`src/snvu_pkg.sv`:
```
// Package: shared types, codes and a saturation helper for the velocity update block.
package snvu_pkg;

    localparam int VAL_W      = 32;
    localparam int FRAC_BITS  = 16;
    localparam int DIVIDEND_W = 47;   // dt << 15
    localparam int DT_SHIFT   = 15;

    localparam logic REG_ROW_LENGTH = 1'b0;
    localparam logic REG_TIME_STEP  = 1'b1;

    localparam logic [10:0] ROW_LENGTH_RESET = 11'd1024;
    localparam logic [31:0] TIME_STEP_RESET  = 32'd655;

    typedef struct packed {
        logic [31:0]        mass;
        logic signed [31:0] pres;
        logic signed [31:0] visc;
        logic [31:0]        xarea;
    } t_line_word;

    typedef enum logic [3:0] {
        ST_IDLE, ST_MASS, ST_SUM, ST_X1, ST_X2, ST_Y1, ST_Y2,
        ST_DIV, ST_VX, ST_VY, ST_VFIN, ST_FIN
    } t_state;

    typedef enum logic [2:0] {
        MUL_MASS, MUL_X1, MUL_X2, MUL_Y1, MUL_Y2, MUL_VX, MUL_VY
    } t_mul_sel;

    typedef struct packed {
        logic     in_ready;
        logic     line_we;
        logic     div_start;
        t_mul_sel mul_sel;
    } t_ctrl;

    function automatic logic signed [31:0] f_sat_s32(input logic signed [50:0] x);
        logic signed [31:0] r;
        if (x > 51'sh7FFFFFFF)
            r = 32'sh7FFFFFFF;
        else if (x < -51'sh80000000)
            r = -32'sh80000000;
        else
            r = x[31:0];
        return r;
    endfunction

endpackage

```
`src/snvu_divider.sv`:
```
// Restoring divider, one quotient bit per cycle, quotient saturated to 32 bits.
module snvu_divider (
    input  logic        i_clk,
    input  logic        i_rst_n,
    input  logic        i_start,
    input  logic [snvu_pkg::DIVIDEND_W-1:0] i_dividend,
    input  logic [31:0] i_divisor,
    output logic        o_busy,
    output logic [31:0] o_quotient
);

    localparam int DW = snvu_pkg::DIVIDEND_W;

    logic          r_busy;
    logic [5:0]    r_cnt;
    logic [32:0]   r_rem;
    logic [DW-1:0] r_quo;
    logic [32:0]   shifted;
    logic [33:0]   diff;
    logic          ge;

    assign shifted = {r_rem[31:0], r_quo[DW-1]};
    assign diff    = {1'b0, shifted} - {2'b00, i_divisor};
    assign ge      = ~diff[33];

    always_ff @(posedge i_clk) begin
        if (!i_rst_n) begin
            r_busy <= 1'b0;
            r_cnt  <= '0;
        end else if (i_start) begin
            r_busy <= 1'b1;
            r_cnt  <= 6'(DW);
        end else if (r_busy) begin
            r_cnt <= r_cnt - 6'd1;
            if (r_cnt == 6'd1) begin
                r_busy <= 1'b0;
            end
        end
    end

    always_ff @(posedge i_clk) begin
        if (i_start) begin
            r_rem <= '0;
            r_quo <= i_dividend;
        end else if (r_busy) begin
            r_rem <= ge ? diff[32:0] : shifted;
            r_quo <= {r_quo[DW-2:0], ge};
        end
    end

    assign o_busy     = r_busy;
    assign o_quotient = (|r_quo[DW-1:32]) ? 32'hFFFFFFFF : r_quo[31:0];

endmodule

```
`config.mk`:
```
export PLATFORM = sky130hd
export DESIGN_NAME = snvu_divider
export DESIGN_NICKNAME = d
export VERILOG_FILES = /design/src/snvu_pkg.sv /design/src/snvu_divider.sv
export SDC_FILE = /design/constraint.sdc
export NUM_CORES = 1
export LEC_CHECK = 0
export BUFFER_PORTS_ARGS = -buffer_cell sky130_fd_sc_hd__buf_2
export CORE_UTILIZATION = 50
export CTS_CLUSTER_DIAMETER = 40
export CTS_CLUSTER_SIZE = 10
export DETAILED_ROUTE_END_ITERATION = 8
export PLACE_DENSITY = 0.74
export SLEW_MARGIN = 20
export SYNTH_ARGS = -nofsm -noshare
export SYNTH_HDL_FRONTEND = slang
export SYNTH_SLANG_ARGS = --single-unit
```
`constraint.sdc`:
```
create_clock -name i_clk -period 4.4 [get_ports i_clk]
set_input_delay 0.88 -clock i_clk [delete_from_list [all_inputs] [get_ports i_clk]]
set_output_delay 0.88 -clock i_clk [all_outputs]
set_load 0.05 [all_outputs]
```
[After elaboration in Yosys (flattened, before gate mapping)]
Index checks and enable logic that the tools add are counted.
Storage, ports and cells
  bits in registers: 86
  output and inout bits: 33
  word-level logic and storage cells: 22
Operators by class
  add/sub/neg operators: 2
  eq/ne operators: 1
  muxes and demuxes: 9
  bitwise operators: 2
  reduce and logical (&&, ||, !) cells: 3
Operators by type and width (count)
  $mux 47: 2
  $mux 32: 2
  $sub 33x32->34: 1
  $reduce_or 15->1: 1
  $mux 6: 2
  $eq 6x1->1 const B: 1
  $sub 6x1->6 const B: 1
  $mux 1: 3
  $not 1->1: 2
  $reduce_bool 2->1: 1
  $reduce_or 2->1: 1

[Longest topological paths before layout]
Gate-level depths: netlist (run 1).
  depth after elaboration: 4
  gate-level depth with buffers: 14
  gate-level depth less buffers: 13

[Worst setup path before layout (run 1)]
No wires, ideal clock.
  path type: input -> register
  from: input port i_divisor[10]
  to: register r_quo[0] (data pin)
  library setup time: 0.260 ns
  arrival: 3.083 ns
  data required time: 4.140 ns
  slack: 1.057 ns
  cell stages on the path: 11
  cell sequence: inv_1 > ha_1 > a21o_1 > a211o_1 > a221o_1 > a31o_4 > a31oi_4 > o211ai_2 > buf_6 > buf_6 > mux2_2
On the way
  word-level cells in the longest chain between the ends: 4
RTL lines
  from (decl): RTL line snvu_divider.sv:7  | input logic [31:0] i_divisor,
  $sub 33x32->34: RTL line snvu_divider.sv:23  | assign diff = {1'b0, shifted} - {2'b00, i_divisor};
  $not 1->1: RTL line snvu_divider.sv:24  | assign ge = ~diff[33];
  $mux 47: RTL line snvu_divider.sv:45  | end else if (r_busy) begin
  $mux 47: RTL line snvu_divider.sv:42  | if (i_start) begin
  to (signal assigned): RTL line snvu_divider.sv:44  | r_quo <= i_dividend;
  to (signal assigned): RTL line snvu_divider.sv:47  | r_quo <= {r_quo[DW-2:0], ge};
  to (decl): RTL line snvu_divider.sv:17  | logic [DW-1:0] r_quo;
No other way between the ends. The select of a mux whose other input is x is not followed.
A chain may end at the register's enable or synchronous reset.

[Worst setup path in the final report (run 1)]
  from: input port i_divisor[4]
  to: register r_rem[13]
On the way
  word-level cells in the longest chain between the ends: 2
RTL lines
  $sub 33x32->34: RTL line snvu_divider.sv:23
  $mux 32: RTL line snvu_divider.sv:46  | r_rem <= ge ? diff[32:0] : shifted;
  to (signal assigned): RTL line snvu_divider.sv:46
  to (decl): RTL line snvu_divider.sv:16  | logic [32:0] r_rem;
No other way between the ends.

==> results of run 1 <==
## layout by cell type (no fill, tap or decap), drive strengths merged, types with 2 or more instances in the layout
master / netlist / final
nor3b: 3 / 3
a21o: 12 / 12
a221o: 2 / 2
and3: 6 / 6
nand3: 5 / 5
clkinv: 0 / 5
inv: 43 / 43
a31o: 5 / 5
buf: 6 / 121
nor2: 33 / 33
a211oi: 14 / 14
o21a: 8 / 8
nor4: 5 / 5
nor2b: 5 / 5
mux2: 47 / 47
o21ai: 33 / 33
o221ai: 2 / 2
edfxtp: 47 / 47
a211o: 3 / 3
clkbuf: 21 / 10
o21bai: 2 / 2
dfxtp: 39 / 39
mux2i: 28 / 28
or2: 32 / 32
a31oi: 5 / 5
xnor2: 21 / 21
ha: 34 / 34
o211ai: 3 / 3
a221oi: 2 / 2
nand4: 5 / 5
o31ai: 4 / 4
nor3: 5 / 5
nand2: 49 / 49
xor2: 12 / 12
a21oi: 31 / 31
## flip-flops by register name, indices dropped and copies added, names as in the netlist
name    cells
r_quo      47
r_cnt       6
o_busy      1
r_rem      32
## layer usage
layer,routed length (µm),track usage,vias to the layer above,part of all wire
li1,-,-,2324,-
met1,5780,0.276,2179,0.44
met2,6550,0.390,114,0.50
met3,592,0.0496,10,0.045
met5,0,0,-,0
met4,133,0.0502,0,0.010
## final cells by class
cell class	instances	area [µm²]
multi-input cells	431	3220
fillers	951	4320
well taps	140	175
repair buffers	121	636
inverters	43	161
flip-flops and latches	86	2190
clock buffers	10	239
clock inverters	6	46.3
## worst paths after layout
kind,start,end,cells past startpoint
setup / recovery,i_divisor[4],r_rem[13],13
hold reg to reg,r_rem[28],r_rem[28],2
setup reg to reg,r_quo[46],r_rem[28],13
hold / removal,r_rem[28],r_rem[28],2
## per-stage QoR
| stage | util | worst slack (ps) | hold slack, ps |
|---|---|---|---|
| after floorplan | - | 1060 | 444 |
| after global placement | 0.581 | 628 | 460 |
| after detailed placement | 0.581 | 553 | 471 |
| after CTS | 0.607 | 897 | 482 |
| after global routing | 0.607 | 730 | 509 |
| final | 0.607 | 877 | 479 |
## worst max-delay path, cell delays in order
cell and delay, ps:
buf_2 80, inv_1 30, ha_1 400, and3_1 190
a21oi_1 60, buf_4 150, o21bai_1 230, a31o_4 230
a31oi_4 120, o211ai_4 700, buf_12 250, nor3_1 70
a311o_1 340
## cell families (layout without fill, tap and decap cells)
kind of cell	count (synthesis)	in the layout	synth area share
fa+ha+maj	35	35	0.0781
flops	86	86	0.384
buf+inv	70	180	0.0531
mux	75	75	0.142
simple gates	155	155	0.134
compound gates	133	133	0.158
xor+xnor	33	33	0.0507
## power groups by stage
stage               clock (mW)  sequential, mW  combinational, mW
floorplan                    0           0.970              0.282
CTS                      0.734           0.966              0.387
global route             0.757           0.975              0.428
finish                   0.717           0.967              0.387
global placement             0           0.977              0.375
detailed placement           0           0.982              0.384
==> flow_summary.toml, run 1 <==
[outcome]
outcome = "completed"

[finish]
n_antenna_cell = 0
fin_nets = 809
area_growth_pct = 16.9
fin_area_um2 = 6670
drive_gt1_frac = 0.324
fin_cells = 837

[global_route]
grt_first_pass_wirelength_mm = 20.4
grt_antenna_before_repair = 0
grt_use_total = 0.222
grt_overflow_total = 0
grt_pass1_vias = 4293
grt_max_degree = 71

[worst_setup_path]
worstPathRequired_ps = 4620
crit_fanout = 20
crit_path_end_kind = "flip-flop"
start_kind = "input port"
rrSetupSlack_ps = 1170
arrival_ps = 3740
path_class = "in -> reg"

[placement]
dp_hpwl_mm = 9.74
dpl.cell_count = 821
port-buffer-count = 114
place.gp.congestion = 0.894
placed_area_um2 = 6380

[cts]
cts_root_buffer = "clkbuf_16"
clock_latency_ps = 340
cts_tree = "done"
cts_resized = 0
h-tree-depth = 3
cts_setup_buffers = 0
cts_made_buffers = 9
clock_sinks = 86
clk_path_buf_depth = 2
cts.clk_slew.worst_paths_ps = 60
hold_buffers = 0

[synthesis]
synth_area_leader_cell = "edfxtp_1"
synth_top_area_share = 0.247
ys.flop_type = "edfxtp_1"
avgSynthCellArea_um2 = 9.72
ys_warn_count = 0
synthCells = 587
syn-num-nets = 704
synth_enable_flop_cells = 47
post-synth-top-count-cell = "nand2_1"
yosysSeqAreaShare = 0.384
async_flop_share = 0
synth_seq_cells = 86
synthTopCellsByCount = "49 x nand2_1, 47 x edfxtp_1, 47 x mux2_2, 43 x inv_1, 39 x dfxtp_1"
netlist_area_um2 = 5700
yosysUniqueCellTypes = 59
synth_area_leaders = "edfxtp_1 25%, dfxtp_1 14%, mux2_2 9.3%"

[power]
pwr-share-comb = 0.187
pwr-share-seq = 0.467
internal_power_mw = 1.51
power_leakage_nw = 2.79
clock_power_share = 0.346
power_mw = 2.07
peakVddDrop_mv = 0.199
swShare = 0.273
power.switching_uw = 565
powerDensity_nw_per_um2 = 311

[timing]
timing.final.crit_share = 0.801
tns_ps = 0
period_minus_slack_ps = 3520
finalSetupViolations = 0
slew_violations = 0
max_freq_mhz = 284
hold_violations = 0
worst_pin_slew_ps = 1080
clock_skew_ps = 7.74
relSlewSlack = 0.277
rsz0062_at_grt = "no"

[job]
drv_cap = 0

[route]
vias_per_cell = 5.53
ant_nets = 0
drc = 0
vias = 4627
firstDrtPassIters = 4
drt_iter0_drc = 210
route.detailed.wl_per_inst_um = 15.6
drt-total-wl_mm = 13.1

[floorplanning]
start_util = 0.519
io-pin-count = 115
core_region_area_um2 = 11000
dieArea_um2 = 11800
die_y_um = 109
rows = 38
fp.dieW_um = 109

[hold_path]
hp-class = "reg -> reg"
No activity file was read; power rests on OpenSTA's default activity.
==> inputs of run 2 (changes only) <==
==> constraint.sdc (replaced) <==
create_clock -name i_clk -period 3.48 [get_ports i_clk]
set_input_delay 0.696 -clock i_clk [delete_from_list [all_inputs] [get_ports i_clk]]
set_output_delay 0.696 -clock i_clk [all_outputs]
set_load 0.05 [all_outputs]
==> run 2 against run 1 <==
Sequential share of layout area down 0.21 points. Clock power up 39%. Critical path depth unchanged. Setup slack worse by 550 ps. Worst hold slack worse by 7.3 ps. Global-route usage up 1.0 points. Critical path type is now reg -> reg. Clock skew up 0.94 ps. First-iteration DRC count up 42%. Die area unchanged. Largest cell class unchanged.
==> flow_summary.toml, run 2 (synthesis results as in run 1) <==
[outcome]
outcome = "completed"

[route]
firstDrtPassIters = 5
vias_per_cell = 5.57
vias = 4686
ant_nets = 0
drt_iter0_drc = 298
drt-total-wl_mm = 13.3
drc = 0
route.detailed.wl_per_inst_um = 15.8

[finish]
fin_nets = 814
multi_input_area_um2 = 3220
largest_reg_flops = 47
drive_gt1_frac = 0.330
n_antenna_cell = 0
fill_cells = 961
regArea_um2 = 2190
fin_cells = 842
layout_commonest_cell = "buf_2"
final_cell_mix = "114 x buf_2, 49 x nand2_1, 47 x mux2_2, 47 x edfxtp_1, 42 x inv_1"
reg_top3 = "r_quo (47), r_rem (32), r_cnt (6)"
area_growth_pct = 17.7
top_register = "r_quo"

[worst_setup_path]
start_kind = "flip-flop"
critPathLaunch = "r_quo[46]"
path_class = "reg -> reg"
worst_r2r_startpoint = "r_quo[46]"
crit_fanout = 3
arrival_ps = 3370
worstPathRequired_ps = 3690
crit_path_end_kind = "flip-flop"

[timing]
max_freq_mhz = 317
slew_violations = 0
relSlewSlack = 0.366
clock_skew_ps = 8.68
rsz0062_at_grt = "no"
whs_ps = 471
period_minus_slack_ps = 3160
hold_violations = 0
worst_pin_slew_ps = 945
tns_ps = 0
timing.final.crit_share = 0.907
finalSetupViolations = 0

[placement]
dp_hpwl_mm = 9.58
port-buffer-count = 114
place.gp.congestion = 0.893
dpl.cell_count = 826

[hold_path]
hp-class = "reg -> reg"
min_from = "r_rem[21]"

[global_route]
grt_max_degree = 71
grt_first_pass_wirelength_mm = 21.4
grt_antenna_before_repair = 0
grt_overflow_total = 0
grt_pass1_vias = 4575
grt_use_total = 0.232

[cts]
cts_root_buffer = "clkbuf_16"
clock_sinks = 86
cts.clk_slew.worst_paths_ps = 70
cts_resized = 0
clock_latency_ps = 340
cts_made_buffers = 9
cts_tree = "done"
clk_path_buf_depth = 2
cts_setup_buffers = 0
hold_buffers = 0
h-tree-depth = 3

[floorplanning]
die_y_um = 109
io-pin-count = 115
start_util = 0.519
fp.dieW_um = 109
rows = 38
core_region_area_um2 = 11000
dieArea_um2 = 11800

[power]
peakVddDrop_mv = 0.226
power_leakage_nw = 2.83
powerDensity_nw_per_um2 = 404

[job]
drv_cap = 0
==> run 2: critical path, stage by stage, from the launching register on <==
cell      delay [ps]
edfxtp_1         400
inv_1             90
ha_1             140
inv_1             60
fa_1             390
a21o_1           220
a31o_2           260
a21bo_2          220
a31o_2           280
a221oi_2         320
o311ai_0         200
xor2_1           170
mux2i_1          190
o21ai_1           70
==> run 2: final cells by class <==
class,count,area share
clock inverter,7,0.0117
sequential,86,0.327
timing repair buffer,126,0.0984
multi-input combinational,431,0.479
inverter,43,0.0240
clock buffer,9,0.0336
tap,140,0.0261
==> run 2: per-layer routing <==
metal  vias to the layer above  global-route usage  share of wire
met5                         -                   0              0
met1                      2226               0.293           0.45
met4                         0               0.103          0.022
li1                       2325                   -              -
met3                        21              0.0239          0.039
met2                       114               0.400           0.49
==> run 2: stage by stage <==
step	util	setup slack [ps]	instance area [µm²]	total power [mW]
finish	0.611	324	6710	2.71
global placement	0.583	117	6410	1.71
floorplan	-	321	5700	1.58
detailed placement	0.583	63.1	6410	1.73
CTS	0.611	357	6710	2.72
global route	0.611	239	6710	2.83
==> run 2: worst paths after layout <==
path,to,depth (start not counted),slack (ps)
worst max-delay path,r_rem[28],13,320
worst min-delay path,r_rem[21],2,470
worst max register to register,r_rem[28],13,320
worst min register to register,r_rem[21],2,470
==> run 2: where the power goes <==
part	internal, mW	total (mW)	switching, mW
combinational	0.230	0.495	0.265
sequential	1.17	1.22	0.0475
clock	0.566	0.998	0.432
